[config.mk]
export PLATFORM = sky130hd
export DESIGN_NAME = base64_stream_encoder
export DESIGN_NICKNAME = d
export VERILOG_FILES = /design/src/sv/b64e_pkg.sv /design/src/sv/b64e_front.sv /design/src/sv/b64e_queue.sv /design/src/sv/b64e_back.sv /design/src/sv/base64_stream_encoder.sv
export SDC_FILE = /design/constraint.sdc
export NUM_CORES = 1
export LEC_CHECK = 0
export BUFFER_PORTS_ARGS = -buffer_cell sky130_fd_sc_hd__clkbuf_2
export CORE_MARGIN = 2
export CORE_UTILIZATION = 65
export CTS_CLUSTER_DIAMETER = 40
export DETAILED_ROUTE_END_ITERATION = 7
export PLACE_DENSITY_LB_ADDON = 0.08
export SYNTH_ARGS = -nofsm -noshare
export SYNTH_HDL_FRONTEND = slang
export SYNTH_SLANG_ARGS = --single-unit
[constraint.sdc]
create_clock -name i_clk -period 7.9 [get_ports i_clk]
set_input_delay 0.395 -clock i_clk [delete_from_list [all_inputs] [get_ports i_clk]]
set_output_delay 0.395 -clock i_clk [all_outputs]
set_load 0.02 [all_outputs]
[src/sv/b64e_pkg.sv]
// ----------------------------------------------------------------------------
// b64e_pkg
// Shared types, constants and the sextet-to-character mapping for the
// streaming base64 encoder.
// ----------------------------------------------------------------------------
`default_nettype none

package b64e_pkg;

    // field widths
    localparam int BYTE_W  = 8;
    localparam int CHAR_W  = 7;
    localparam int CARRY_W = 4;
    localparam int SEXT_W  = 6;

    // characters per queue entry and index width
    localparam int MAX_CHARS = 4;
    localparam int IDX_W     = $clog2(MAX_CHARS);

    // queue between front and back
    localparam int Q_DEPTH = 2;
    localparam int Q_PTR_W = $clog2(Q_DEPTH);
    localparam int Q_CNT_W = $clog2(Q_DEPTH + 1);

    // '=' padding character
    localparam logic [CHAR_W-1:0] PAD_CHAR = 7'd61;

    // position within the current three-byte group
    localparam logic [1:0] PHASE_START = 2'd0;
    localparam logic [1:0] PHASE_ONE   = 2'd1;
    localparam logic [1:0] PHASE_TWO   = 2'd2;

    // one queue entry: the characters one byte produces
    typedef struct packed {
        logic [MAX_CHARS-1:0][CHAR_W-1:0] chars;
        logic [IDX_W-1:0]                 last_idx;
        logic                             eom;
    } t_entry;

    // queue status seen by the front and back
    typedef struct packed {
        logic empty;
        logic full;
    } t_q_status;

    // standard alphabet: A-Z a-z 0-9 + /
    function automatic logic [CHAR_W-1:0] sextet_char(input logic [SEXT_W-1:0] v);
        logic [CHAR_W-1:0] ch;
        if (v < 6'd26) begin
            ch = 7'd65 + 7'(v);
        end else if (v < 6'd52) begin
            ch = 7'd97 + 7'(v - 6'd26);
        end else if (v < 6'd62) begin
            ch = 7'd48 + 7'(v - 6'd52);
        end else if (v == 6'd62) begin
            ch = 7'd43;
        end else begin
            ch = 7'd47;
        end
        return ch;
    endfunction

endpackage

`default_nettype wire

[src/sv/b64e_front.sv]
// ----------------------------------------------------------------------------
// b64e_front
// Accepts raw bytes, tracks the group phase and leftover bits, and builds
// one queue entry holding the characters each byte produces.
// ----------------------------------------------------------------------------
`default_nettype none

module b64e_front (
    input  wire logic                          i_clk,
    input  wire logic                          i_rst_n,
    input  wire logic                          i_valid,
    input  wire logic [b64e_pkg::BYTE_W-1:0]   i_data_byte,
    input  wire logic                          i_end_of_message,
    input  wire b64e_pkg::t_q_status           i_q_status,
    output logic                               o_push,
    output b64e_pkg::t_entry                   o_entry
);

    logic [b64e_pkg::CARRY_W-1:0] r_carry;
    logic [b64e_pkg::CARRY_W-1:0] n_carry;
    logic [1:0]                   r_phase;
    logic [1:0]                   n_phase;
    logic                         w_accept;

    assign w_accept = i_valid && !i_q_status.full;
    assign o_push   = w_accept;

    // classify the byte and build its characters
    always_comb begin
        o_entry          = '0;
        n_carry          = r_carry;
        n_phase          = r_phase;
        o_entry.eom      = i_end_of_message;
        case (r_phase)
            b64e_pkg::PHASE_ONE: begin
                o_entry.chars[0] = b64e_pkg::sextet_char({r_carry[1:0], i_data_byte[7:4]});
                o_entry.last_idx = 2'd0;
                n_carry          = i_data_byte[3:0];
                n_phase          = b64e_pkg::PHASE_TWO;
            end
            b64e_pkg::PHASE_TWO: begin
                o_entry.chars[0] = b64e_pkg::sextet_char({r_carry, i_data_byte[7:6]});
                o_entry.chars[1] = b64e_pkg::sextet_char(i_data_byte[5:0]);
                o_entry.last_idx = 2'd1;
                n_carry          = '0;
                n_phase          = b64e_pkg::PHASE_START;
            end
            default: begin
                o_entry.chars[0] = b64e_pkg::sextet_char(i_data_byte[7:2]);
                o_entry.last_idx = 2'd0;
                n_carry          = {2'b00, i_data_byte[1:0]};
                n_phase          = b64e_pkg::PHASE_ONE;
            end
        endcase

        // message end: flush leftover bits and pad
        if (i_end_of_message) begin
            case (n_phase)
                b64e_pkg::PHASE_ONE: begin
                    o_entry.chars[1] = b64e_pkg::sextet_char({n_carry[1:0], 4'b0000});
                    o_entry.chars[2] = b64e_pkg::PAD_CHAR;
                    o_entry.chars[3] = b64e_pkg::PAD_CHAR;
                    o_entry.last_idx = 2'd3;
                end
                b64e_pkg::PHASE_TWO: begin
                    o_entry.chars[1] = b64e_pkg::sextet_char({n_carry, 2'b00});
                    o_entry.chars[2] = b64e_pkg::PAD_CHAR;
                    o_entry.last_idx = 2'd2;
                end
                default: begin
                end
            endcase
            n_carry = '0;
            n_phase = b64e_pkg::PHASE_START;
        end
    end

    // group state
    always_ff @(posedge i_clk) begin
        if (!i_rst_n) begin
            r_carry <= '0;
            r_phase <= b64e_pkg::PHASE_START;
        end else if (w_accept) begin
            r_carry <= n_carry;
            r_phase <= n_phase;
        end
    end

    // phase code three is never reached
    a_phase_legal: assert property (@(posedge i_clk) disable iff (!i_rst_n)
        r_phase != 2'd3)
        else $error("group phase out of range");

    // a message end restarts the group
    a_eom_restart: assert property (@(posedge i_clk) disable iff (!i_rst_n)
        (w_accept && i_end_of_message) |=>
            (r_phase == b64e_pkg::PHASE_START && r_carry == '0))
        else $error("group not restarted after message end");

endmodule

`default_nettype wire

[src/sv/b64e_queue.sv]
// ----------------------------------------------------------------------------
// b64e_queue
// Short first-in first-out queue of character entries between the front
// and the back, with the head entry visible before it is popped.
// ----------------------------------------------------------------------------
`default_nettype none

module b64e_queue (
    input  wire logic                 i_clk,
    input  wire logic                 i_rst_n,
    input  wire logic                 i_push,
    input  wire b64e_pkg::t_entry     i_entry,
    input  wire logic                 i_pop,
    output b64e_pkg::t_q_status       o_status,
    output b64e_pkg::t_entry          o_head
);

    b64e_pkg::t_entry                 r_mem [b64e_pkg::Q_DEPTH];
    logic [b64e_pkg::Q_PTR_W-1:0]     r_wr_ptr;
    logic [b64e_pkg::Q_PTR_W-1:0]     r_rd_ptr;
    logic [b64e_pkg::Q_CNT_W-1:0]     r_count;

    assign o_status.empty = (r_count == '0);
    assign o_status.full  = (r_count == b64e_pkg::Q_CNT_W'(b64e_pkg::Q_DEPTH));
    assign o_head         = r_mem[r_rd_ptr];

    // entry storage
    always_ff @(posedge i_clk) begin
        if (i_push) begin
            r_mem[r_wr_ptr] <= i_entry;
        end
    end

    // pointers and fill count
    always_ff @(posedge i_clk) begin
        if (!i_rst_n) begin
            r_wr_ptr <= '0;
            r_rd_ptr <= '0;
            r_count  <= '0;
        end else begin
            if (i_push) begin
                r_wr_ptr <= r_wr_ptr + 1'b1;
            end
            if (i_pop) begin
                r_rd_ptr <= r_rd_ptr + 1'b1;
            end
            case ({i_push, i_pop})
                2'b10:   r_count <= r_count + 1'b1;
                2'b01:   r_count <= r_count - 1'b1;
                default: r_count <= r_count;
            endcase
        end
    end

    // fill count stays within depth
    a_count_range: assert property (@(posedge i_clk) disable iff (!i_rst_n)
        r_count <= b64e_pkg::Q_CNT_W'(b64e_pkg::Q_DEPTH))
        else $error("queue fill count out of range");

endmodule

`default_nettype wire

[src/sv/b64e_back.sv]
// ----------------------------------------------------------------------------
// b64e_back
// Walks the head queue entry's characters one per cycle, unless stalled, into the
// output register, flagging the final character of a message.
// ----------------------------------------------------------------------------
`default_nettype none

module b64e_back (
    input  wire logic                          i_clk,
    input  wire logic                          i_rst_n,
    input  wire b64e_pkg::t_q_status           i_q_status,
    input  wire b64e_pkg::t_entry              i_head,
    output logic                               o_pop,
    input  wire logic                          i_stall,
    output logic                               o_valid,
    output logic [b64e_pkg::CHAR_W-1:0]        o_out_char,
    output logic                               o_last_char
);

    logic [b64e_pkg::IDX_W-1:0]  r_idx;
    logic                        r_valid;
    logic [b64e_pkg::CHAR_W-1:0] r_char;
    logic                        r_last;
    logic                        w_load;
    logic                        w_take;
    logic                        w_at_end;

    // output register may take a new word
    assign w_load   = !r_valid || !i_stall;
    assign w_take   = w_load && !i_q_status.empty;
    assign w_at_end = (r_idx == i_head.last_idx);
    assign o_pop    = w_take && w_at_end;

    assign o_valid     = r_valid;
    assign o_out_char  = r_char;
    assign o_last_char = r_last;

    // character index within the head entry
    always_ff @(posedge i_clk) begin
        if (!i_rst_n) begin
            r_idx <= '0;
        end else if (w_take) begin
            r_idx <= w_at_end ? '0 : r_idx + 1'b1;
        end
    end

    // output valid
    always_ff @(posedge i_clk) begin
        if (!i_rst_n) begin
            r_valid <= 1'b0;
        end else if (w_load) begin
            r_valid <= !i_q_status.empty;
        end
    end

    // output word
    always_ff @(posedge i_clk) begin
        if (w_take) begin
            r_char <= i_head.chars[r_idx];
            r_last <= i_head.eom && w_at_end;
        end
    end

    // index never runs past the entry
    a_idx_bound: assert property (@(posedge i_clk) disable iff (!i_rst_n)
        !i_q_status.empty |-> (r_idx <= i_head.last_idx))
        else $error("character index past end of entry");

endmodule

`default_nettype wire

[src/sv/base64_stream_encoder.sv]
// ----------------------------------------------------------------------------
// base64_stream_encoder
// Streaming base64 encoder, standard alphabet with '=' padding.
// ----------------------------------------------------------------------------
// path: a byte's first character goes through the queue entry and the output register
// throughput: one character per cycle out of the back end while the output is not
//   stalled, a byte giving one to four characters (its character count: 1, 1, 2 per
//   group, up to 4 at message end); the input keeps flowing while the two-entry queue has room
// reset: synchronous active low, clears group phase, leftover bits, queue
//   and output valid; no clearing pass
`default_nettype none

module base64_stream_encoder (
    input  wire logic                          i_clk,
    input  wire logic                          i_rst_n,
    input  wire logic                          i_in_valid,
    output logic                               o_in_stall,
    input  wire logic [b64e_pkg::BYTE_W-1:0]   i_data_byte,
    input  wire logic                          i_end_of_message,
    output logic                               o_out_valid,
    input  wire logic                          i_out_stall,
    output logic [b64e_pkg::CHAR_W-1:0]        o_out_char,
    output logic                               o_last_char
);

    b64e_pkg::t_q_status w_q_status;
    b64e_pkg::t_entry    w_push_entry;
    b64e_pkg::t_entry    w_head;
    logic                w_push;
    logic                w_pop;

    assign o_in_stall = w_q_status.full;

    // byte intake and classification
    b64e_front u_front (
        .i_clk            (i_clk),
        .i_rst_n          (i_rst_n),
        .i_valid          (i_in_valid),
        .i_data_byte      (i_data_byte),
        .i_end_of_message (i_end_of_message),
        .i_q_status       (w_q_status),
        .o_push           (w_push),
        .o_entry          (w_push_entry)
    );

    // decoupling queue
    b64e_queue u_queue (
        .i_clk    (i_clk),
        .i_rst_n  (i_rst_n),
        .i_push   (w_push),
        .i_entry  (w_push_entry),
        .i_pop    (w_pop),
        .o_status (w_q_status),
        .o_head   (w_head)
    );

    // character emission
    b64e_back u_back (
        .i_clk       (i_clk),
        .i_rst_n     (i_rst_n),
        .i_q_status  (w_q_status),
        .i_head      (w_head),
        .o_pop       (w_pop),
        .i_stall     (i_out_stall),
        .o_valid     (o_out_valid),
        .o_out_char  (o_out_char),
        .o_last_char (o_last_char)
    );

endmodule

`default_nettype wire
* Yosys cells after proc, flatten, opt, wreduce, memory -nomap -nowiden
Memories as Yosys holds them, arrays and structs flattened. A register that Yosys moved wholly into a read port is not among the register bits.
Index checks and enable logic that the tools add are counted.
Widths: inputs -> output; s select.
** Cells by class
- $add $sub $neg :: 35
- Order comparisons :: 19
- Equal/unequal tests :: 12
- Muxes and demuxes :: 41
- Reductions and logical operators :: 11
** Operators by type and width (number)
- $mux 7 :: 20
- $lt 6x6->1 const B :: 12
- $add 6x7->7 const A :: 6
- $add 7x6->7 const A :: 6
- $add 7x7->7 const A :: 6
- $sub 6x5->7 const B :: 6
- $sub 6x6->7 const B :: 6
- $lt 6x5->1 const B :: 6
- $pmux 13 s2 :: 1
- $eq 6x6->1 const B :: 4
- $mux 21 :: 1
- $pmux 9 s2 :: 1
- $bmux 7 s2 :: 1
- $mux 3 :: 4
- $pmux 2 s2 :: 3
- $eq 2x2->1 const B :: 4
- $pmux 4 s2 :: 1
- $eq 2x1->1 const B :: 3
- $mux 2 :: 3
- $mux 6 :: 1
- $add 2x1->2 const B :: 2
- $logic_and 1x1->1 :: 4
- $logic_not 1->1 :: 4
- $mux 1 :: 4
- 8 further kinds :: 9
** Word-level totals
- Flip-flop bits (word level) :: 21
- Memory bits (writable) :: 62
- Word-level logic and storage cells :: 128
- Memories kept :: 1
** Memory list
- u_queue.r_mem :: depth 2, width 31, rd ports 1, clocked after memory_dff 1, wr ports 1, RTL line b64e_queue.sv:18 : b64e_pkg::t_entry r_mem [b64e_pkg::Q_DEPTH];

* Logic depth before layout (Yosys ltp)
Gate-level depths: netlist of the first run.
- Depth after elaboration :: 9
- Mapped depth :: 12
- Gate-level depth less buffers :: 11

* By module
Synthesis of the first run repeated with hierarchy kept, for this count alone.
** Unflattened totals
- Cell total of the unflattened synthesis :: 500
- Area total of the unflattened synthesis :: 5332.6 um2
** Modules (own cells, without submodules)
- b64e_queue :: times used 1, cells an instance 118, area an instance 2442.3 um2, seq. area each 1961.9 um2
- b64e_front :: times used 1, cells an instance 344, area an instance 2294.7 um2, seq. area each 120.1 um2
- b64e_back :: times used 1, cells an instance 38, area an instance 595.6 um2, seq. area each 300.3 um2

* Worst setup path after synthesis of the first run
No wires, ideal clock.
- Path kind :: reg2reg
- Start :: register u_front.r_phase[1]
- End :: memory u_queue.r_mem[0][13] (netlist name), data pin
- Setup time :: 0.260 ns
- Arrival time :: 2.228 ns
- Slack :: 5.411 ns
- Cell stages (with the launch flop) :: 12
- Cell sequence :: dfxtp_1 inv_1 ha_1 buf_2 nor2_1 nor2_1 inv_2 ha_1 or3_4 o32ai_1 a31oi_1 a32o_1
** RTL lines
- start, declared :: RTL line b64e_front.sv:21 : logic [1:0] r_phase;
- start signal, assigned :: RTL line b64e_front.sv:82 : r_phase <= b64e_pkg::PHASE_START;
- start signal, assigned :: RTL line b64e_front.sv:85 : r_phase <= n_phase;
- end, declared :: RTL line b64e_queue.sv:18

==> results of run 1 <==
==> worst max-delay path, cell delays in order, from the launching register on <==
cell and delay, ns:
dfxtp_1 0.37, inv_1 0.06, ha_1 0.74, nor2_1 0.13, nor2_1 0.23, inv_2 0.07
ha_1 0.23, or3_4 0.42, o32ai_1 0.31, a31oi_1 0.08, a32o_1 0.28
==> power by group <==
| part | total [mW] | leakage [nW] | internal, mW | switching, mW |
|---|---|---|---|---|
| combinational | 0.345 | 0.993 | 0.140 | 0.205 |
| sequential | 0.469 | 0.530 | 0.420 | 0.0486 |
| clock | 0.238 | 0.0968 | 0.137 | 0.100 |
==> flip-flops by register name, summed over array words and instances, names as in the netlist, named ones only <==
register,count
u_back.o_valid,1
u_front.r_carry,4
u_back.r_idx,2
u_queue.r_mem,36
u_back.o_last_char,1
u_back.o_out_char,7
u_queue.r_count,2
u_queue.r_rd_ptr,1
u_queue.r_wr_ptr,1
u_front.r_phase,2
==> path summary, 6_finish.rpt <==
check                              end                from  cells after the start
setup / recovery  u_queue.r_mem[1][13]  u_front.r_phase[0]                     10
hold / removal          u_back.o_valid         i_out_stall                      3
setup reg to reg  u_queue.r_mem[1][13]  u_front.r_phase[0]                     10
hold reg to reg         u_back.o_valid      u_back.o_valid                      2
==> cell type report <==
| type | instances | area (um^2) |
|---|---|---|
| multi-input cells | 323 | 2253 |
| clock buffers | 13 | 168.9 |
| flip-flops and latches | 58 | 1602 |
| clock inverters | 3 | 13.76 |
| inverters | 29 | 108.9 |
| well taps | 77 | 96.34 |
| repair buffers | 24 | 125.1 |
| fillers | 496 | 1873 |
==> per-stage QoR <==
step / hold slack [ns] / area, um^2 / utilization, % / std cells / setup slack (ns)
floorplan: 0.4939 / 4123 / - / 443 / 5.411
global route: 0.3637 / 4368 / 69.99 / 527 / 4.505
finish: 0.3407 / 4368 / 69.99 / 527 / 4.724
detailed placement: 0.4848 / 4185 / 67.06 / 511 / 4.795
CTS: 0.3225 / 4368 / 69.99 / 527 / 4.794
global placement: 0.4686 / 4185 / 67.06 / 511 / 4.951
==> layout by cell type, fill, tap and decap left out, drive strengths merged, types with 3 or more instances in the layout <==
cell      n
a211oi    4
a21boi    4
a21o      4
a21oi    35
a22oi     6
a31oi    10
a32oi     3
and2      8
clkbuf   35
clkinv    3
dfxtp    14
edfxtp   44
ha       24
inv      29
mux2i     7
mux4      7
nand2    31
nand2b    8
nand3    14
nor2     30
nor2b    12
nor3     11
nor3b     3
o211ai    3
o21ai    39
o221ai    4
o2bb2ai   3
o311ai    4
or3       4
xnor2    13
xor2      5
==> kinds of logic (layout without fill, tap and decap cells) <==
family / after synthesis / after routing / share of synthesized area, %
XOR/XNOR: 18 / 18 / 3.824
buffers and inverters: 62 / 69 / 6.495
multiplexers: 14 / 14 / 5.524
flip-flops: 58 / 58 / 38.85
AO/OA/AOI/OAI: 139 / 139 / 22.31
AND/OR/NAND/NOR: 128 / 128 / 15.72
adder cells (fa/ha/maj): 24 / 24 / 7.284
==> routing by layer <==
layer  share of wire [%]  GRT usage, %  vias up  routed length (um)
met5                   0             0        -                   0
met4                 2.5         11.73        0                 226
met3                 5.0         4.451       21                 457
met2                  49         44.29      114                4509
met1                  44         35.83     1590                4023
li1                    -             -     1632                   -
==> impl_metrics.env, run 1 <==
export IMPL_drv_cap=0
export IMPL_endpoint_kind="flip-flop"
export IMPL_final_hold_violation_count=0
export IMPL_dp_final_hpwl_mm=6.679
export IMPL_netlist_area_leader_share_pct=32.05
export IMPL_antenna_cells=0
export IMPL_slew_limit_headroom_pct=36.21
export IMPL_flops_latches_synth=58
export IMPL_clk_insertion_delay_late_ns=0.32
export IMPL_synth_async_reset_ratio_pct=0
export IMPL_worst_ep_required_time_ns=7.96
export IMPL_chipWidth_um=83.64
export IMPL_setup_viol=0
export IMPL_ios=23
export IMPL_power_leakage_nw=1.619
export IMPL_grt_max_degree=24
export IMPL_tritoncts="yes"
export IMPL_synth_cells=443
export IMPL_number_of_antenna_violations_at_the_first_check_in_global_routing=0
export IMPL_grtUsageTotal_pct=27.12
export IMPL_cts_buffers=9
export IMPL_synthTopCellsByArea="edfxtp_1 32%, ha_1 7.3%, dfxtp_1 6.8%"
export IMPL_drt_antenna_violating_nets=0
export IMPL_floorplan_rows=29
export IMPL_cts_resized=0
export IMPL_number_of_setup_buffers_added_after_cts=0
export IMPL_root_buffer="clkbuf_8"
export IMPL_drt_total_wl_mm=9.216
export IMPL_design_power_total_mw=1.051
export IMPL_drive_gt1_share_pct=12.89
export IMPL_unrepaired_setup_endpoints_after_global_routing="no"
export IMPL_max_freq_mhz=314.8
export IMPL_grt_pass1_vias=3119
export IMPL_detail_route_iter0_violations=259
export IMPL_seq_area_frac_synth_pct=38.85
export IMPL_hold_buffers=0
export IMPL_drt_first_pass_iters=4
export IMPL_power_density_cell_area_nw_per_um2=240.6
export IMPL_outcome="complete, no violations"
export IMPL_critPathMaxFanout=23
export IMPL_worst_slew_pin_slew_ns=0.9505
export IMPL_cp_data_arrival_time_ns=3.24
export IMPL_avgSynthCellArea_um2=9.306
export IMPL_synth_top_flop_cell="edfxtp_1"
export IMPL_global_route_wire_length_before_repair_mm=15.23
export IMPL_worst_setup_hold_path_clk_slew_ns=0.06
export IMPL_floorplan_core_area_um2=6241
export IMPL_die_h_um=83.64
export IMPL_ff_to_ff_setup_slack_ns=4.72
export IMPL_synthesis_yosys_warnings=0
export IMPL_drv_slew=0
export IMPL_routed_via_density=6.370
export IMPL_worst_hold_path_type="input port to flip-flop"
export IMPL_grt_overflow_total=0
export IMPL_synth_common_cells="44 x edfxtp_1, 32 x a21oi_1, 31 x nand2_1"
export IMPL_num_nets_final=482
export IMPL_wl_per_cell_um=17.49
export IMPL_port_buffer_count=22
export IMPL_p_r_area_growth_vs_syn_pct=5.948
export IMPL_synthDominantAreaCellType="edfxtp_1"
export IMPL_worst_setup_path_type="flip-flop to flip-flop"
export IMPL_min_period_over_period_pct=40.21
export IMPL_remaining_drc_errors=0
export IMPL_crit_path_start_kind="flip-flop"
export IMPL_fin_worst_skew_ns=0.009995
export IMPL_synth_lib_cells_used_distinct=63
export IMPL_starting_density_of_the_core_pct=66.06
export IMPL_finalSetupTns_ns=0
export IMPL_worst_vdd_drop_v=0.0002108
export IMPL_finalWeightedCongestion=0.9177
export IMPL_clockBufferDepth=2
export IMPL_syn_nets=480
export IMPL_syn_area_um2=4123
export IMPL_clock_sinks=58
export IMPL_synth_most_common_cell="edfxtp_1"
export IMPL_fp_dieArea_um2=6996
export IMPL_synth_edf_count=44
export IMPL_vias=3357
export IMPL_final_min_clock_period_ns=3.176
export IMPL_clock_tree_htree_level_count=3
No activity file was read; power rests on OpenSTA's default activity.
==> run 2: changes to the inputs <==
--- a/config.mk
+++ b/config.mk
@@ -7,7 +7,7 @@
 export LEC_CHECK = 0
 export BUFFER_PORTS_ARGS = -buffer_cell sky130_fd_sc_hd__clkbuf_2
 export CORE_MARGIN = 2
-export CORE_UTILIZATION = 65
+export CORE_UTILIZATION = 62
 export CTS_CLUSTER_DIAMETER = 40
 export DETAILED_ROUTE_END_ITERATION = 7
 export PLACE_DENSITY_LB_ADDON = 0.08
==> constraint.sdc (replaced) <==
create_clock -name i_clk -period 2.95 [get_ports i_clk]
set_input_delay 0.1475 -clock i_clk [delete_from_list [all_inputs] [get_ports i_clk]]
set_output_delay 0.1475 -clock i_clk [all_outputs]
set_load 0.02 [all_outputs]
==> run 2 against run 1 <==
Compared with the run above:
- utilization is 0.32 points lower
- flip-flop and latch count stayed put
- largest cell class unchanged
- final area is 1.9% higher
- highest routed layer unchanged
- non-clock buffer count is 15 higher
- register-to-register slack worse by 4.5 ns
- maximum frequency is 16% higher
- critical path depth is 1 lower
- worst hold slack worse by 0.24 ns
- clock skew is 0.0056 ns lower
- via count is 2.1% higher
- global-route usage is 0.099 points higher
- total power grew to 2.6 times the previous value
==> impl_metrics.env, run 2 (synthesis gave the netlist of run 1 again) <==
export IMPL_grtUsageTotal_pct=27.22
export IMPL_finalWorstSetupSlack_ns=0.2219
export IMPL_design_power_total_mw=2.773
export IMPL_grt_overflow_total=0
export IMPL_setup_viol=0
export IMPL_drv_slew=0
export IMPL_final_min_clock_period_ns=2.728
export IMPL_floorplan_core_area_um2=6386
export IMPL_die_h_um=85.55
export IMPL_worst_vdd_drop_v=0.0006363
export IMPL_critPathMaxFanout=15
export IMPL_cp_data_arrival_time_ns=2.79
export IMPL_fin_worst_skew_ns=0.004434
export IMPL_drt_antenna_violating_nets=0
export IMPL_dp_final_hpwl_mm=6.988
export IMPL_final_hold_violation_count=0
export IMPL_multi_input_comb_area_um2=2253
export IMPL_tritoncts="yes"
export IMPL_placement_setup_worst_slack_ns=0.3084
export IMPL_finalWeightedCongestion=0.9242
export IMPL_critical_path_cell_chain="inv_1 -> ha_1 -> buf_4 -> o21ai_1 -> ha_1 -> or3_4 -> o32ai_1 -> a31oi_1 -> a32o_1"
export IMPL_crit_slowest_cell="or3_4"
export IMPL_p_r_area_growth_vs_syn_pct=7.921
export IMPL_antenna_cells=0
export IMPL_layout_common_cells="44 x edfxtp_1, 32 x a21oi_1, 31 x nand2_1, 28 x nor2_1"
export IMPL_ff_latch_area_um2=1602
export IMPL_worst_slew_pin_slew_ns=0.4808
export IMPL_power_leakage_nw=1.675
export IMPL_cpLargestDelayFamily="compound AO/OA/AOI/OAI gates"
export IMPL_grt_pass1_vias=3253
export IMPL_slew_limit_headroom_pct=67.95
export IMPL_remaining_drc_errors=0
export IMPL_worst_ep_required_time_ns=3.01
export IMPL_worst_setup_hold_path_clk_slew_ns=0.06
export IMPL_drive_gt1_share_pct=14.84
export IMPL_clk_insertion_delay_late_ns=0.32
export IMPL_fp_dieArea_um2=7318
export IMPL_fin_util_pct=69.67
export IMPL_cp_buffers_inverters=2
export IMPL_starting_density_of_the_core_pct=64.56
export IMPL_number_of_antenna_violations_at_the_first_check_in_global_routing=0
export IMPL_layout_filler_cell_count=510
export IMPL_drt_total_wl_mm=9.396
export IMPL_power_density_cell_area_nw_per_um2=623.2
export IMPL_clockBufferDepth=2
export IMPL_layout_cells_most_common="edfxtp_1"
export IMPL_cts_resized=0
export IMPL_unrepaired_setup_endpoints_after_global_routing="no"
export IMPL_wl_per_cell_um=17.34
export IMPL_worst_setup_path_type="flip-flop to flip-flop"
export IMPL_worst_hold_path_type="input port to flip-flop"
export IMPL_routed_via_density=6.321
export IMPL_crit_path_start_kind="flip-flop"
export IMPL_hold_buffers=0
export IMPL_clock_tree_htree_level_count=3
export IMPL_port_buffer_count=22
export IMPL_number_of_setup_buffers_added_after_cts=0
export IMPL_fin_hold_ws_ns=0.09985
export IMPL_clock_sinks=58
export IMPL_cts_buffers=9
export IMPL_drt_first_pass_iters=5
export IMPL_largest_reg_flops=36
export IMPL_ios=23
export IMPL_min_period_over_period_pct=92.48
export IMPL_floorplan_rows=29
export IMPL_timing_critical_path_slowest_cell_delay_ns=0.43
export IMPL_endpoint_kind="flip-flop"
export IMPL_chipWidth_um=85.55
export IMPL_num_nets_final=497
export IMPL_outcome="complete, no violations"
export IMPL_vias=3426
export IMPL_finalSetupTns_ns=0
export IMPL_grt_max_degree=19
export IMPL_max_freq_mhz=366.6
export IMPL_largest_register="u_queue.r_mem"
export IMPL_detail_route_iter0_violations=297
export IMPL_cp_common_cell="ha_1"
export IMPL_drv_cap=0
export IMPL_global_route_wire_length_before_repair_mm=15.86
export IMPL_root_buffer="clkbuf_8"
-- run 2: changes by cell type in the layout (fill, tap and decap cells not counted), sizes merged --
cell and delta:
buf +15, clkbuf -3, clkinv +3
-- run 2: layout make-up --
type,count,area share [%]
clock buffer,10,2.868
multi-input combinational,323,50.65
clock inverter,6,0.5343
timing repair buffer,39,5.343
tap,77,2.165
inverter,29,2.447
sequential,58,36.00
-- run 2: routing by layer --
metal | routed length, um | global-route usage (%) | vias to the layer above
met2 | 4596 | 45.03 | 101
met4 | 310 | 11.40 | 0
met1 | 4138 | 35.93 | 1624
met3 | 351 | 4.042 | 36
li1 | - | - | 1665
met5 | 0 | 0 | -
-- run 2: worst paths after layout --
kind / cells after the start / from / slack (ns) / endpoint
max: 9 / u_front.r_phase[0] / 0.22 / u_queue.r_mem[1][13]
min reg2reg: 2 / u_back.o_valid / 0.50 / u_back.o_valid
max reg2reg: 9 / u_front.r_phase[0] / 0.22 / u_queue.r_mem[1][13]
min: 3 / i_out_stall / 0.1 / u_back.o_valid
-- run 2: where the power goes --
group | switching, mW | internal [mW]
clock | 0.269 | 0.288
combinational | 0.607 | 0.404
sequential | 0.0808 | 1.12
total | 0.956 | 1.82
-- run 2: worst reg2reg max path, delay by kind of cell, from the launching register on --
| kind | cells | cell delay [ns] |
|---|---|---|
| flops | 1 | 0.38 |
| fa+ha+maj | 2 | 0.57 |
| simple gates | 1 | 0.43 |
| buf+inv | 2 | 0.25 |
| compound gates | 4 | 0.84 |
-- run 2: metrics by stage --
| stage | area [um^2] | instances |
|---|---|---|
| finish | 4449 | 542 |
| global route | 4449 | 542 |
| CTS | 4449 | 542 |
| detailed placement | 4298 | 526 |
| global placement | 4298 | 526 |
| floorplan | 4123 | 443 |
==> run 3: changes to the inputs <==
--- a/config.mk
+++ b/config.mk
@@ -10,7 +10,8 @@
 export CORE_UTILIZATION = 62
 export CTS_CLUSTER_DIAMETER = 40
 export DETAILED_ROUTE_END_ITERATION = 7
-export PLACE_DENSITY_LB_ADDON = 0.08
+export PLACE_DENSITY = 0.81
+export RECOVER_POWER = 100
 export SYNTH_ARGS = -nofsm -noshare
 export SYNTH_HDL_FRONTEND = slang
 export SYNTH_SLANG_ARGS = --single-unit
==> run 3 against run 2 <==
Compared with the run above:
- combinational power decreased by 4%
- final cell count decreased by 0.18%
- first-iteration DRC count decreased by 6.1%
- worst hold slack got worse by 0.013 ns
- clock power increased by 32%
- sequential power about the same
- worst setup slack improved by 0.055 ns
- largest power group unchanged
==> impl_metrics.env, run 3 (synthesis gave the netlist of run 1 again) <==
export IMPL_outcome="complete, no violations"
export IMPL_grt_overflow_total=0
export IMPL_number_of_antenna_violations_at_the_first_check_in_global_routing=0
export IMPL_fp_dieArea_um2=7318
export IMPL_worst_setup_hold_path_clk_slew_ns=0.06
export IMPL_critPathMaxFanout=5
export IMPL_number_of_cells_traversed_by_the_worst_register_to_register_path=10
export IMPL_slew_limit_headroom_pct=32.88
export IMPL_global_route_wire_length_before_repair_mm=15.35
export IMPL_ios=23
export IMPL_chipWidth_um=85.55
export IMPL_ff_latch_area_um2=1602
export IMPL_max_freq_mhz=374.1
export IMPL_grtUsageTotal_pct=26.59
export IMPL_worst_vdd_drop_v=0.0005882
export IMPL_hold_buffers=0
export IMPL_crit_path_start_kind="flip-flop"
export IMPL_drive_gt1_share_pct=11.42
export IMPL_drt_first_pass_iters=5
export IMPL_grt_pass1_vias=3149
export IMPL_cts_buffers=9
export IMPL_unrepaired_setup_endpoints_after_global_routing="no"
export IMPL_worst_hold_path_type="input port to flip-flop"
export IMPL_finalSetupTns_ns=0
export IMPL_min_period_over_period_pct=90.62
export IMPL_layout_cells_most_common="edfxtp_1"
export IMPL_cpLargestDelayFamily="simple AND/OR/NAND/NOR gates"
export IMPL_sw_frac_of_total_pct=32.65
export IMPL_crit_slowest_cell="or3_4"
export IMPL_power_share_sequential_pct=41.3
export IMPL_power_density_cell_area_nw_per_um2=651.4
export IMPL_wl_per_cell_um=17.32
export IMPL_setup_viol=0
export IMPL_clock_tree_htree_level_count=3
export IMPL_floorplan_rows=29
export IMPL_placement_setup_worst_slack_ns=0.3250
export IMPL_reg2reg_to="u_queue.r_mem[1][13]"
export IMPL_clock_sinks=58
export IMPL_antenna_cells=0
export IMPL_clk_insertion_delay_late_ns=0.32
export IMPL_critical_path_cell_chain="inv_1 -> ha_1 -> nor2_1 -> nor2_1 -> inv_2 -> ha_1 -> or3_4 -> o32ai_1 -> a31oi_1 -> a32o_1"
export IMPL_design_power_total_mw=2.909
export IMPL_dp_final_hpwl_mm=6.807
export IMPL_drt_antenna_violating_nets=0
export IMPL_hp_start="i_out_stall"
export IMPL_clockBufferDepth=2
export IMPL_drv_slew=0
export IMPL_vias=3505
export IMPL_cts_resized=0
export IMPL_final_hold_violation_count=0
export IMPL_largest_register="u_queue.r_mem"
export IMPL_num_nets_final=497
export IMPL_cp_data_arrival_time_ns=2.74
export IMPL_tritoncts="yes"
export IMPL_layout_common_cells="44 x edfxtp_1, 32 x o21ai_0, 32 x a21oi_1, 31 x nand2_1, 29 x nor2_1"
export IMPL_multi_input_comb_area_um2=2251
export IMPL_drv_cap=0
export IMPL_root_buffer="clkbuf_8"
export IMPL_floorplan_core_area_um2=6386
export IMPL_number_of_setup_buffers_added_after_cts=0
export IMPL_power_leakage_nw=1.643
export IMPL_hold_path_cell_count=3
export IMPL_worst_ep_required_time_ns=3.02
export IMPL_timing_critical_path_slowest_cell_delay_ns=0.42
export IMPL_comb_power_share_pct=33.4
export IMPL_fin_worst_skew_ns=0.009235
export IMPL_cellInternalPower_mw=1.959
export IMPL_worst_setup_path_type="flip-flop to flip-flop"
export IMPL_critical_path_reg2reg_startpoint="u_front.r_phase[0]"
export IMPL_ff_to_ff_setup_slack_ns=0.28
export IMPL_cp_buffers_inverters=2
export IMPL_final_min_clock_period_ns=2.673
export IMPL_p_r_area_growth_vs_syn_pct=8.316
export IMPL_drt_total_wl_mm=9.370
export IMPL_worst_hold_path_endpoint="u_back.o_valid"
export IMPL_finalWeightedCongestion=0.9015
export IMPL_detail_route_iter0_violations=279
export IMPL_layout_filler_cell_count=512
export IMPL_finalWorstSetupSlack_ns=0.2767
export IMPL_port_buffer_count=22
export IMPL_endpoint_kind="flip-flop"
export IMPL_grt_max_degree=19
export IMPL_largest_reg_flops=36
export IMPL_switching_power_mw=0.9497
export IMPL_clock_power_share_pct=25.3
export IMPL_starting_density_of_the_core_pct=64.56
export IMPL_routed_via_density=6.479
export IMPL_remaining_drc_errors=0
export IMPL_die_h_um=85.55
export IMPL_fin_util_pct=69.93
export IMPL_worst_slew_pin_slew_ns=1.007
-- run 3: cell count changes in the layout (fill, tap and decap cells not counted), sizes merged --
| cell | change |
|---|---|
| clkinv | -4 |
| buf | -4 |
| bufinv | +2 |
| clkbuf | +5 |
-- run 3: final cells by class --
cell class / count / area share (%)
clock buffers: 11 / 2.942
clock inverters: 4 / 1.513
well taps: 77 / 2.157
inverters: 29 / 2.438
flip-flops and latches: 58 / 35.86
multi-input cells: 323 / 50.41
repair buffers: 39 / 4.679
-- run 3: worst max path at each step --
stage / from / to / slack (ns) / cells after the start
after global placement: u_front.r_phase[0] / u_queue.r_mem[0][13] / 0.41 / 9
after floorplan: u_front.r_phase[1] / u_queue.r_mem[0][13] / 0.46 / 11
after CTS: u_front.r_phase[0] / u_queue.r_mem[1][13] / 0.31 / 10
after detailed placement: u_front.r_phase[0] / u_queue.r_mem[0][13] / 0.33 / 10
after global routing: u_front.r_phase[0] / u_queue.r_mem[1][13] / 0.09 / 10
final: u_front.r_phase[0] / u_queue.r_mem[1][13] / 0.28 / 10
-- run 3: power by group through the flow --
stage | logic [mW] | registers [mW] | clock network, mW
after global routing | 1.07 | 1.22 | 0.784
final | 0.971 | 1.20 | 0.736
after global placement | 0.979 | 1.21 | 0
after floorplan | 0.690 | 1.28 | 0
after detailed placement | 1.00 | 1.22 | 0
after CTS | 1.01 | 1.21 | 0.748
-- run 3: routing by layer --
metal	global-route usage (%)	vias to the layer above	part of all wire [%]
li1	-	1655	-
met1	35.01	1655	42
met2	44.25	169	49
met3	3.657	26	6.4
met4	11.26	0	2.7
met5	0	-	0
-- run 3: stage by stage --
stage	hold WS [ns]	cell area (um^2)	instances
2_1_floorplan	0.2464	4123	443
3_3_place_gp	0.4095	4298	526
3_5_place_dp	0.4282	4298	526
4_1_cts	0.07804	4497	541
5_1_grt	0.1226	4466	541
6_report	0.08672	4466	541
-- run 3: worst register-to-register path, cell delays in order, from the launching register on --
cell     delay [ns]
dfxtp_1        0.38
inv_1          0.06
ha_1           0.32
nor2_1         0.08
nor2_1         0.23
inv_2          0.07
ha_1           0.23
or3_4          0.42
o32ai_1        0.28
a31oi_1        0.07
a32o_1         0.28
